<file path="src/sv/sefr_pkg.sv">
package sefr_pkg;

   localparam logic [7:0] START_BYTE = 8'h01;
   localparam logic [7:0] ESC_BYTE   = 8'h02;
   localparam logic [7:0] END_BYTE   = 8'h03;
   localparam logic [7:0] ESC_MASK   = 8'h10;

   localparam int unsigned COUNT_WIDTH = 17;
   localparam logic [COUNT_WIDTH-1:0] COUNT_MAX = 17'h10000;

   localparam logic KIND_DATA   = 1'b0;
   localparam logic KIND_REPORT = 1'b1;

   typedef enum logic [2:0] {
      PH_IDLE   = 3'd0,
      PH_CMD_HI = 3'd1,
      PH_CMD_LO = 3'd2,
      PH_LEN_HI = 3'd3,
      PH_LEN_LO = 3'd4,
      PH_CSUM   = 3'd5,
      PH_DATA   = 3'd6
   } phase_type;

   typedef enum logic [1:0] {
      ST_OK     = 2'd0,
      ST_CSUM   = 2'd1,
      ST_LENGTH = 2'd2,
      ST_HEADER = 2'd3
   } status_type;

   typedef struct packed {
      logic        valid;
      logic        item_kind;
      logic [7:0]  payload_byte;
      logic [15:0] command_word;
      logic [15:0] declared_length;
      status_type  frame_status;
      logic        frame_last;
   } result_type;

endpackage

</file>
<file path="src/sv/sefr_if.sv">
interface sefr_req_if;
   logic       valid;
   logic       ready;
   logic [7:0] rx_byte;

   modport source (output valid, output rx_byte, input ready);
   modport sink (input valid, input rx_byte, output ready);
endinterface

interface sefr_rsp_if;
   logic        valid;
   logic        ready;
   logic        item_kind;
   logic [7:0]  payload_byte;
   logic [15:0] command_word;
   logic [15:0] declared_length;
   logic [1:0]  frame_status;
   logic        frame_last;

   modport source (
      output valid, output item_kind, output payload_byte, output command_word,
      output declared_length, output frame_status, output frame_last, input ready
   );
   modport sink (
      input valid, input item_kind, input payload_byte, input command_word,
      input declared_length, input frame_status, input frame_last, output ready
   );
endinterface

</file>
<file path="src/sv/sefr_parser.sv">
module sefr_parser
   import sefr_pkg::*;
(
   input  logic       clock,
   input  logic       reset,
   input  logic       byte_valid,
   input  logic [7:0] byte_data,
   output result_type result
);

   phase_type              phase_ff, phase_in;
   logic                   escape_ff, escape_in;
   logic [15:0]            command_ff, command_in;
   logic [15:0]            length_ff, length_in;
   logic [7:0]             rx_csum_ff, rx_csum_in;
   logic [7:0]             data_xor_ff, data_xor_in;
   logic [COUNT_WIDTH-1:0] count_ff, count_in;

   logic [7:0] plain_byte;
   logic [7:0] calc_csum;
   status_type status;

   assign plain_byte = escape_ff ? (byte_data ^ ESC_MASK) : byte_data;
   assign calc_csum  = command_ff[15:8] ^ command_ff[7:0] ^ length_ff[15:8] ^
                       length_ff[7:0] ^ data_xor_ff;

   always_comb begin
      if (phase_ff != PH_DATA) begin
         status = ST_HEADER;
      end else if (count_ff != {1'b0, length_ff}) begin
         status = ST_LENGTH;
      end else if (calc_csum != rx_csum_ff) begin
         status = ST_CSUM;
      end else begin
         status = ST_OK;
      end
   end

   always_comb begin
      phase_in    = phase_ff;
      escape_in   = escape_ff;
      command_in  = command_ff;
      length_in   = length_ff;
      rx_csum_in  = rx_csum_ff;
      data_xor_in = data_xor_ff;
      count_in    = count_ff;
      result      = '0;
      if (byte_valid) begin
         case (byte_data)
            START_BYTE: begin
               phase_in    = PH_CMD_HI;
               escape_in   = 1'b0;
               command_in  = '0;
               length_in   = '0;
               rx_csum_in  = '0;
               data_xor_in = '0;
               count_in    = '0;
            end
            ESC_BYTE: begin
               escape_in = 1'b1;
            end
            END_BYTE: begin
               escape_in = 1'b0;
               case (phase_ff)
                  PH_CMD_HI, PH_CMD_LO, PH_LEN_HI, PH_LEN_LO, PH_CSUM, PH_DATA: begin
                     phase_in               = PH_IDLE;
                     result.valid           = 1'b1;
                     result.item_kind       = KIND_REPORT;
                     result.command_word    = command_ff;
                     result.declared_length = length_ff;
                     result.frame_status    = status;
                     result.frame_last      = 1'b1;
                  end
                  default: begin
                     phase_in = phase_ff;
                  end
               endcase
            end
            default: begin
               escape_in = 1'b0;
               case (phase_ff)
                  PH_CMD_HI: begin
                     command_in = {plain_byte, 8'h00};
                     phase_in   = PH_CMD_LO;
                  end
                  PH_CMD_LO: begin
                     command_in = {command_ff[15:8], plain_byte};
                     phase_in   = PH_LEN_HI;
                  end
                  PH_LEN_HI: begin
                     length_in = {plain_byte, 8'h00};
                     phase_in  = PH_LEN_LO;
                  end
                  PH_LEN_LO: begin
                     length_in = {length_ff[15:8], plain_byte};
                     phase_in  = PH_CSUM;
                  end
                  PH_CSUM: begin
                     rx_csum_in = plain_byte;
                     phase_in   = PH_DATA;
                  end
                  PH_DATA: begin
                     data_xor_in = data_xor_ff ^ plain_byte;
                     if (count_ff != COUNT_MAX) begin
                        count_in = count_ff + 1'b1;
                     end
                     result.valid        = 1'b1;
                     result.item_kind    = KIND_DATA;
                     result.payload_byte = plain_byte;
                  end
                  default: begin
                     phase_in = phase_ff;
                  end
               endcase
            end
         endcase
      end
   end

   always_ff @(posedge clock) begin
      if (reset) begin
         phase_ff    <= PH_IDLE;
         escape_ff   <= 1'b0;
         command_ff  <= '0;
         length_ff   <= '0;
         rx_csum_ff  <= '0;
         data_xor_ff <= '0;
         count_ff    <= '0;
      end else begin
         phase_ff    <= phase_in;
         escape_ff   <= escape_in;
         command_ff  <= command_in;
         length_ff   <= length_in;
         rx_csum_ff  <= rx_csum_in;
         data_xor_ff <= data_xor_in;
         count_ff    <= count_in;
      end
   end

endmodule

</file>
<file path="src/sv/sefr_out_reg.sv">
module sefr_out_reg
   import sefr_pkg::*;
(
   input  logic       clock,
   input  logic       reset,
   input  logic       load,
   input  result_type result,
   output logic       can_load,
   sefr_rsp_if.source rsp
);

   logic       valid_ff, valid_in;
   result_type data_ff;

   assign can_load = !valid_ff || rsp.ready;

   always_comb begin
      valid_in = valid_ff;
      if (can_load) begin
         valid_in = load && result.valid;
      end
   end

   always_ff @(posedge clock) begin
      if (reset) begin
         valid_ff <= 1'b0;
      end else begin
         valid_ff <= valid_in;
      end
   end

   always_ff @(posedge clock) begin
      if (can_load && load && result.valid) begin
         data_ff <= result;
      end
   end

   assign rsp.valid           = valid_ff;
   assign rsp.item_kind       = data_ff.item_kind;
   assign rsp.payload_byte    = data_ff.payload_byte;
   assign rsp.command_word    = data_ff.command_word;
   assign rsp.declared_length = data_ff.declared_length;
   assign rsp.frame_status    = data_ff.frame_status;
   assign rsp.frame_last      = data_ff.frame_last;

endmodule

</file>
<file path="src/sv/escaped_serial_frame_receiver_top.sv">
// a taken byte is held in the input register, and its result in the result register, before rsp offers it
// throughput: one byte per cycle unless the result register stalls; an input register feeds
// the frame parser, whose combinational output loads the result register
// a stalled result register holds the input register and then req ready
// reset (synchronous, active high) returns the parser to idle and empties both registers
module escaped_serial_frame_receiver_top
   import sefr_pkg::*;
(
   input  logic       clock,
   input  logic       reset,
   sefr_req_if.sink   req_chan,
   sefr_rsp_if.source rsp_chan
);

   logic       in_valid_ff, in_valid_in;
   logic [7:0] in_byte_ff;
   logic       advance;
   logic       can_load;
   result_type result;

   assign advance        = in_valid_ff && can_load;
   assign req_chan.ready = !in_valid_ff || can_load;

   always_comb begin
      in_valid_in = in_valid_ff;
      if (req_chan.ready) begin
         in_valid_in = req_chan.valid;
      end
   end

   always_ff @(posedge clock) begin
      if (reset) begin
         in_valid_ff <= 1'b0;
      end else begin
         in_valid_ff <= in_valid_in;
      end
   end

   always_ff @(posedge clock) begin
      if (req_chan.valid && req_chan.ready) begin
         in_byte_ff <= req_chan.rx_byte;
      end
   end

   sefr_parser u_parser (
      .clock      (clock),
      .reset      (reset),
      .byte_valid (advance),
      .byte_data  (in_byte_ff),
      .result     (result)
   );

   sefr_out_reg u_out_reg (
      .clock    (clock),
      .reset    (reset),
      .load     (advance),
      .result   (result),
      .can_load (can_load),
      .rsp      (rsp_chan)
   );

   a_ready_only_on_stall: assert property (@(posedge clock) disable iff (reset)
      !req_chan.ready |-> in_valid_ff && rsp_chan.valid && !rsp_chan.ready)
      else $error("input blocked without a stalled result");

   a_result_from_byte: assert property (@(posedge clock) disable iff (reset)
      $rose(rsp_chan.valid) |-> $past(in_valid_ff))
      else $error("result appeared without a buffered byte");

   a_held_byte_stable: assert property (@(posedge clock) disable iff (reset)
      in_valid_ff && !can_load |=> in_valid_ff && $stable(in_byte_ff))
      else $error("buffered byte lost while output stalled");

   a_report_marks_last: assert property (@(posedge clock) disable iff (reset)
      rsp_chan.valid |-> (rsp_chan.item_kind == rsp_chan.frame_last))
      else $error("report and last flag disagree");

endmodule
</file>
<file path="src/flat_wrapper.sv">
// flat-port wrapper written by rule: the top's interface ports become plain ports
module escaped_serial_frame_receiver_top_flat import sefr_pkg::*;
  (clock, reset, req_chan_valid, req_chan_rx_byte, req_chan_ready, rsp_chan_valid, rsp_chan_item_kind, rsp_chan_payload_byte, rsp_chan_command_word, rsp_chan_declared_length, rsp_chan_frame_status, rsp_chan_frame_last, rsp_chan_ready);
  sefr_req_if req_chan_i ();
  sefr_rsp_if rsp_chan_i ();
  input  logic clock;
  input  logic reset;
  input wire logic [$bits(req_chan_i.valid)-1:0] req_chan_valid;
  input wire logic [$bits(req_chan_i.rx_byte)-1:0] req_chan_rx_byte;
  output wire logic [$bits(req_chan_i.ready)-1:0] req_chan_ready;
  output wire logic [$bits(rsp_chan_i.valid)-1:0] rsp_chan_valid;
  output wire logic [$bits(rsp_chan_i.item_kind)-1:0] rsp_chan_item_kind;
  output wire logic [$bits(rsp_chan_i.payload_byte)-1:0] rsp_chan_payload_byte;
  output wire logic [$bits(rsp_chan_i.command_word)-1:0] rsp_chan_command_word;
  output wire logic [$bits(rsp_chan_i.declared_length)-1:0] rsp_chan_declared_length;
  output wire logic [$bits(rsp_chan_i.frame_status)-1:0] rsp_chan_frame_status;
  output wire logic [$bits(rsp_chan_i.frame_last)-1:0] rsp_chan_frame_last;
  input wire logic [$bits(rsp_chan_i.ready)-1:0] rsp_chan_ready;
  assign req_chan_i.valid = req_chan_valid;
  assign req_chan_i.rx_byte = req_chan_rx_byte;
  assign req_chan_ready = req_chan_i.ready;
  assign rsp_chan_valid = rsp_chan_i.valid;
  assign rsp_chan_item_kind = rsp_chan_i.item_kind;
  assign rsp_chan_payload_byte = rsp_chan_i.payload_byte;
  assign rsp_chan_command_word = rsp_chan_i.command_word;
  assign rsp_chan_declared_length = rsp_chan_i.declared_length;
  assign rsp_chan_frame_status = rsp_chan_i.frame_status;
  assign rsp_chan_frame_last = rsp_chan_i.frame_last;
  assign rsp_chan_i.ready = rsp_chan_ready;
  escaped_serial_frame_receiver_top u_core (.clock(clock), .reset(reset), .req_chan(req_chan_i), .rsp_chan(rsp_chan_i));
endmodule
</file>
<file path="config.mk">
export PLATFORM = sky130hd
export DESIGN_NAME = escaped_serial_frame_receiver_top_flat
export DESIGN_NICKNAME = d
export VERILOG_FILES = /design/src/sv/sefr_pkg.sv /design/src/sv/sefr_if.sv /design/src/sv/sefr_parser.sv /design/src/sv/sefr_out_reg.sv /design/src/sv/escaped_serial_frame_receiver_top.sv /design/src/flat_wrapper.sv
export SDC_FILE = /design/constraint.sdc
export NUM_CORES = 1
export LEC_CHECK = 0
export BUFFER_PORTS_ARGS = -buffer_cell sky130_fd_sc_hd__clkbuf_2
export CORE_MARGIN = 1
export CORE_UTILIZATION = 40
export CTS_BUF_LIST = sky130_fd_sc_hd__clkbuf_4 sky130_fd_sc_hd__clkbuf_8 sky130_fd_sc_hd__clkbuf_16
export DETAILED_ROUTE_END_ITERATION = 12
export SLEW_MARGIN = 10
export SYNTH_ARGS = -nofsm -noshare
export SYNTH_HDL_FRONTEND = slang
export SYNTH_SLANG_ARGS = --single-unit
export TNS_END_PERCENT = 1
</file>
<file path="constraint.sdc">
create_clock -name clock -period 3.93 [get_ports clock]
set_input_delay 0 -clock clock [delete_from_list [all_inputs] [get_ports clock]]
set_output_delay 0 -clock clock [all_outputs]
set_load 0.005 [all_outputs]
</file>
==> Word-level counts from Yosys, hierarchy flattened <==
Index checks and enable logic that the tools add are counted.
{ "op_classes": {"addsub": 1, "n_eq_ne": 16, "n_mux": 26, "bitwise_logic": 10, "n_reduce_logical": 32} }
{ "op_table": {"columns": ["operator", "n"], "rows": [
  ["case mux 16 bit (2 select lines)", 4],
  ["2-to-1 mux 35 bit", 2],
  ["2-to-1 mux 45 bit", 1],
  ["XOR 8 bit", 5],
  ["2-to-1 mux 17 bit", 2],
  ["case mux 17 bit (2 select lines)", 1],
  ["case mux 8 bit (2 select lines)", 2],
  ["2-to-1 mux 8 bit", 3],
  ["adder 17 x 1 -> 17 bit, second input constant", 1],
  ["!= test 17 x 16 -> 1 bit", 1],
  ["!= test 17 bit, second input constant", 1],
  ["== test 8 x 2 -> 1 bit, second input constant", 2],
  ["AND reduction 4 bit", 4],
  ["case mux 3 bit (5 select lines)", 1],
  ["AND reduction 3 bit", 5],
  ["2-to-1 mux 10 bit", 1],
  ["nonzero test 2 bit", 5],
  ["== test 3 bit, second input constant", 3],
  ["case mux 3 bit (3 select lines)", 1],
  ["== test 8 x 1 -> 1 bit, second input constant", 1],
  ["!= test 8 bit", 1],
  ["nonzero test 7 bit", 1],
  ["== test 3 x 2 -> 1 bit, second input constant", 2],
  ["2-to-1 mux 2 bit", 3],
  ["18 further kinds", 32]
]} }
{ "totals": {"reg_bits": 123, "input_bits": 12, "out_inout_bits": 46, "elab_cells": 103} }

==> Depth between registers and ports, before layout <==
{ "depth": {"ltp_word": 12, "mapped_depth": 8, "depth_no_buf": 7} }

==> Cells and area by module <==
From an unflattened synthesis, not the netlist that was laid out.
{ "unflattened": {"hier_cells": 515, "area_unflattened_um2": 5657.9} }
{ "by_module_without_submodules": {"columns": ["mod", "n_inst", "cells_each", "area_each_um2", "seq_area_each_um2"], "rows": [
  ["sefr_parser", 1, 452, 3971.3, 1381.3],
  ["sefr_out_reg", 1, 49, 1383.8, 1341.3],
  ["escaped_serial_frame_receiver_top", 1, 14, 302.8, 260.2]
]} }

==> Worst setup path before layout <==
Ideal clock, no wire load.
{ "synth_path": {"kind": "reg-to-reg", "startpoint": "register u_core.in_byte_ff[5]", "endpoint": "register u_core.u_out_reg.data_ff (netlist bit u_core.u_out_reg.rsp.command_word[0]), enable pin", "setup_time_ps": 398, "arrival_ps": 2287, "t_required_ps": 3532, "slack_ps": 1244, "stages_incl_launch_ff": 7, "path_buffers": 1, "period_less_slack_ps": 2686, "cell_sequence": "edfxtp_1 -> buf_6 -> nor4_4 -> nand2_1 -> nor4b_1 -> o21ai_0 -> inv_1"} }
{ "synth_via": {"elab_chain_len": 5, "word_cells_on_any_way": 7, "cone_classes": "3 x eq/ne; 2 x mux; 2 x reduce/logical"} }
{ "synth_rtl": {"columns": ["element", "line_no", "source"], "rows": [
  ["start: declaration", "escaped_serial_frame_receiver_top.sv:16", "logic [7:0] in_byte_ff;"],
  ["start signal: assignment", "escaped_serial_frame_receiver_top.sv:41", "in_byte_ff <= req_chan.rx_byte;"],
  ["== test 8 x 2 -> 1 bit or == test 8 x 1 -> 1 bit (tied branches)", "sefr_parser.sv:49", "case (byte_data)"],
  ["OR reduction 2 bit (no source line)", null, null],
  ["case mux 2 bit (2 select lines) *", "sefr_parser.sv:49", null],
  ["2-to-1 mux 45 bit *", "sefr_parser.sv:48", "if (byte_valid) begin"],
  ["logical AND 1 bit *", "sefr_out_reg.sv:33", "if (can_load && load && result.valid) begin"],
  ["end signal: assignment", "sefr_out_reg.sv:34", "data_ff <= result;"],
  ["end: declaration", "sefr_out_reg.sv:13", "result_type data_ff;"]
]} }
Mark *: on every way between the ends. The rest lies on a longest branch, timed or not.
A chain may end at the register's enable or synchronous reset.

==> Final worst setup path <==
{ "layout_path": {"startpoint": "register u_core.in_byte_ff[5]", "endpoint": "register u_core.u_out_reg.data_ff (netlist bit u_core.u_out_reg.rsp.payload_byte[6]), enable pin"} }
Same word-level chain as after synthesis.

==> reports/qor.json <==
{
  "tightest_slew": {"value": 1.095, "unit": "ns"},
  "count_of_routing_violations_after_the_opening_detailed_route_iteration": {"value": 416},
  "crit_path_end_kind": {"value": "flop"},
  "clock.fmax": {"value": 325.9, "unit": "MHz"},
  "totalNegativeSetupSlack": {"value": 0, "unit": "ns"},
  "finalSetupViolCount": {"value": 0},
  "power.switching": {"value": 0.6455, "unit": "mW"},
  "synth_instances": {"value": 548},
  "ff2ff_path_depth": {"value": 6},
  "fin_clk_skew": {"value": 0.01061, "unit": "ns"},
  "start_util": {"value": 40.96, "unit": "%"},
  "synth_top_family_by_area": {"value": "simple AND/OR/NAND/NOR gates"},
  "core_area": {"value": 13880, "unit": "um2"},
  "max_clock_buf_depth": {"value": 2},
  "worst_setup_path_start_kind": {"value": "flop"},
  "slew-limit-headroom": {"value": 26.38, "unit": "%"},
  "critical_path_arrival": {"value": 3.19, "unit": "ns"},
  "global_route.usage.total": {"value": 20.92, "unit": "%"},
  "area_fraction_in_compound_gates_after_synthesis": {"value": 12.87, "unit": "%"},
  "grt_antenna_before_repair": {"value": 0},
  "fillerInstances": {"value": 1279},
  "period_share": {"value": 78.07, "unit": "%"},
  "hold_class": {"value": "in2reg"},
  "rsz0062_at_grt": {"value": "false"},
  "viasPerCell": {"value": 5.523},
  "hpwlAfterDp": {"value": 9916, "unit": "um"},
  "drt-wirelength-per-cell": {"value": 17.84, "unit": "um"},
  "multi_input_area": {"value": 2520, "unit": "um2"},
  "post-cts-setup-buffer-count": {"value": 0},
  "ff2ff_setup_slack": {"value": 0.86, "unit": "ns"},
  "grt_pass1_vias": {"value": 4206},
  "pin_count_of_the_biggest_net_entering_global_routing": {"value": 37},
  "synth-main-ff-cell": {"value": "dfxtp_1"},
  "final.min_clock_period": {"value": 3.068, "unit": "ns"},
  "route.detailed.drc": {"value": 0},
  "rows": {"value": 43},
  "cp.required": {"value": 4.05, "unit": "ns"},
  "run_status": {"value": "complete, no violations"},
  "gr-usage-met1": {"value": 28.36, "unit": "%"},
  "synth-edff-count": {"value": 52},
  "syn2layout_area_growth": {"value": 19.45, "unit": "%"},
  "cts-buffers-inserted": {"value": 17},
  "hold_path_depth": {"value": 3},
  "dp_cells": {"value": 753},
  "worst_hold_path.endpoint": {"value": "u_core.u_out_reg.rsp.valid$_SDFFE_PP0N_"},
  "share_comb_of_total_power": {"value": 1.9, "unit": "%"},
  "synth_area_per_cell": {"value": 10.37, "unit": "um2"},
  "report.final.hold_viol_count": {"value": 0},
  "p_leak": {"value": 2.559, "unit": "nW"},
  "die_width": {"value": 121.2, "unit": "um"},
  "grt_first_pass_wirelength": {"value": 22910, "unit": "um"},
  "layout.area.seq": {"value": 2983, "unit": "um2"},
  "clk_pin_slew": {"value": 0.06, "unit": "ns"},
  "total_power": {"value": 3.052, "unit": "mW"},
  "portBuffers": {"value": 57},
  "ys_ff_latch": {"value": 123},
  "mostFrequentLayoutCell": {"value": "dfxtp_1"},
  "worst-setup-path-type": {"value": "reg2reg"},
  "yosysUniqueCellTypes": {"value": 53},
  "register_area_share_after_synthesis": {"value": 52.46, "unit": "%"},
  "finalWeightedCongestion": {"value": 0.8625},
  "die_area": {"value": 14690, "unit": "um2"},
  "vdd_drop_max": {"value": 0.0003123, "unit": "V"},
  "clk-insertion-delay-late": {"value": 0.43, "unit": "ns"},
  "globalRoute.totalOverflow": {"value": 0},
  "maxSlewViolCount": {"value": 0},
  "ys_async_rst_share": {"value": 0, "unit": "%"},
  "num_antenna_cells": {"value": 0},
  "syn_nets": {"value": 562},
  "clock_sink_count": {"value": 123},
  "cts.root.buffer_cell": {"value": "clkbuf_16"},
  "num-nets-final": {"value": 616},
  "hp-start": {"value": "rsp_chan_ready"},
  "post_synth_fa_ha_maj_area_fraction": {"value": 0.4401, "unit": "%"},
  "tritoncts": {"value": "done"},
  "post_synth_and_or_nand_nor_area_fraction": {"value": 19.83, "unit": "%"},
  "busiest_layer": {"value": "met2"},
  "fraction_of_synthesized_area_in_multiplexers": {"value": 1.232, "unit": "%"},
  "residual_antenna_violating_net_count_after_detailed_routing": {"value": 0},
  "path_max_fanout": {"value": 36},
  "layout.cells.non_filler": {"value": 795},
  "synth_xor_area_share": {"value": 9.947, "unit": "%"},
  "clockPowerShare": {"value": 53.7, "unit": "%"},
  "r2r_end": {"value": "u_core.u_out_reg.rsp.payload_byte[6]$_SDFFCE_PP0P_"},
  "via_count": {"value": 4391},
  "finish.utilization": {"value": 48.93, "unit": "%"},
  "design.portCount": {"value": 58},
  "pwr-share-seq": {"value": 44.4, "unit": "%"},
  "fp.dieH": {"value": 121.2, "unit": "um"},
  "use_met3": {"value": 4.605, "unit": "%"},
  "r2r_start": {"value": "u_core.in_byte_ff[5]$_DFFE_PP_"},
  "grt_util_met2": {"value": 31.57, "unit": "%"},
  "mappedNetlistArea": {"value": 5685, "unit": "um2"},
  "maxCapViolCount": {"value": 0},
  "power_density": {"value": 449.4, "unit": "nW/um2"},
  "cts.htree.levels": {"value": 4},
  "dr.pass1.iters": {"value": 5},
  "mostFrequentLayoutCells": {"value": "dfxtp_1 (71), clkbuf_2 (57), edfxtp_1 (52)"},
  "p_int": {"value": 2.406, "unit": "mW"},
  "p_sw_share": {"value": 21.15, "unit": "%"},
  "drt-total-wl": {"value": 14180, "unit": "um"},
  "layout-drive-gt1-share": {"value": 15.93, "unit": "%"},
  "synth-warning-count": {"value": 0}
}
final cells by class:
class                   count  share of cell area, %
clock buffers              19                  6.835
clock inverters            13                  2.432
inverters                   9                 0.4974
multi-input cells         382                  37.10
flip-flops and latches    123                  43.92
well taps                 180                  3.316
repair buffers             69                  5.895
synth_stat cells, drive strengths merged, types with 14 or more instances:
cell type  number  area [um2]
a21oi          51       259.0
and2           45       281.5
clkbuf         23       86.33
dfxtp          71        1421
edfxtp         52        1562
nand2          36       135.1
nand3          20       100.1
nor2           34       127.6
o21ai          20       103.9
or3            14       87.58
xnor2          27       236.5
xor2           17       148.9
state kept, by name, indices dropped and copies added, names as in the netlist, 2 cells and up:
signal                                count
u_core.u_parser.command_ff               16
u_core.u_out_reg.rsp.payload_byte         8
u_core.u_parser.count_ff                 17
u_core.u_out_reg.rsp.command_word        16
u_core.u_parser.rx_csum_ff                8
u_core.u_parser.data_xor_ff               8
u_core.u_out_reg.rsp.frame_status         2
u_core.in_byte_ff                         8
u_core.u_out_reg.rsp.declared_length     16
u_core.u_parser.phase_ff                  3
u_core.u_parser.length_ff                16
power groups by stage:
stage / Clock, mW / Combinational [mW] / Sequential [mW]
2_1_floorplan: 0 / 0.0461 / 1.36
3_3_place_gp: 0 / 0.0473 / 1.38
3_5_place_dp: 0 / 0.0479 / 1.38
4_1_cts: 1.66 / 0.0561 / 1.35
5_1_grt: 1.71 / 0.0617 / 1.36
6_report: 1.64 / 0.0569 / 1.36
routing by layer:
layer	up-vias	wire [um]
li1	2090	-
met1	2066	6501
met2	207	6441
met3	28	887
met4	0	352
met5	-	0
worst max path at each step:
| stage | startpoint | to | cells after the start |
|---|---|---|---|
| final | u_core.in_byte_ff[5]$_DFFE_PP_ | u_core.u_out_reg.rsp.payload_byte[6]$_SDFFCE_PP0P_ | 6 |
| after CTS | u_core.in_byte_ff[5]$_DFFE_PP_ | u_core.u_out_reg.rsp.command_word[2]$_SDFFCE_PN0P_ | 6 |
| after global placement | u_core.in_byte_ff[5]$_DFFE_PP_ | u_core.u_out_reg.rsp.payload_byte[1]$_SDFFCE_PP0P_ | 6 |
| after global routing | u_core.in_byte_ff[5]$_DFFE_PP_ | u_core.u_out_reg.rsp.frame_last$_SDFFCE_PN0P_ | 6 |
| after floorplan | u_core.in_byte_ff[5]$_DFFE_PP_ | u_core.u_out_reg.rsp.command_word[0]$_SDFFCE_PN0P_ | 6 |
| after detailed placement | u_core.in_byte_ff[5]$_DFFE_PP_ | u_core.u_out_reg.rsp.command_word[2]$_SDFFCE_PN0P_ | 6 |
critical path, stage by stage (launching register included):
cell and delay, ns:
edfxtp_1 0.57, nor4_4 0.52, o211ai_1 0.24, and2_1 0.19
o21ai_0 0.35, clkinv_1 0.45, buf_4 0.41
repair_timing:
| item | 4_1_cts | 5_1_grt |
|---|---|---|
| resized for setup | 0 | 0 |
| hold buffers | 10 | 0 |
| hold endpoints to repair | 9 | 0 |
cell families (layout without fill, tap and decap cells):
group	count (synthesis)	after routing
adders and majority gates	2	2
DFF	123	123
xor gates and xnor gates	52	52
AOI/OAI and AO/OA	115	115
muxes	7	7
buffers and inverters	43	110
and+or+nand+nor	206	206
stage by stage:
step,area (um2),hold slack (ns),setup slack (ns)
3_5_place_dp,6062,0.1786,0.9773
5_1_grt,6792,0.03879,0.7039
3_3_place_gp,6062,0.1790,1.170
4_1_cts,6792,0.003362,0.9560
2_1_floorplan,5685,0.09887,1.244
6_report,6792,0.02650,0.8618
Power figures use the tool's default switching activity.
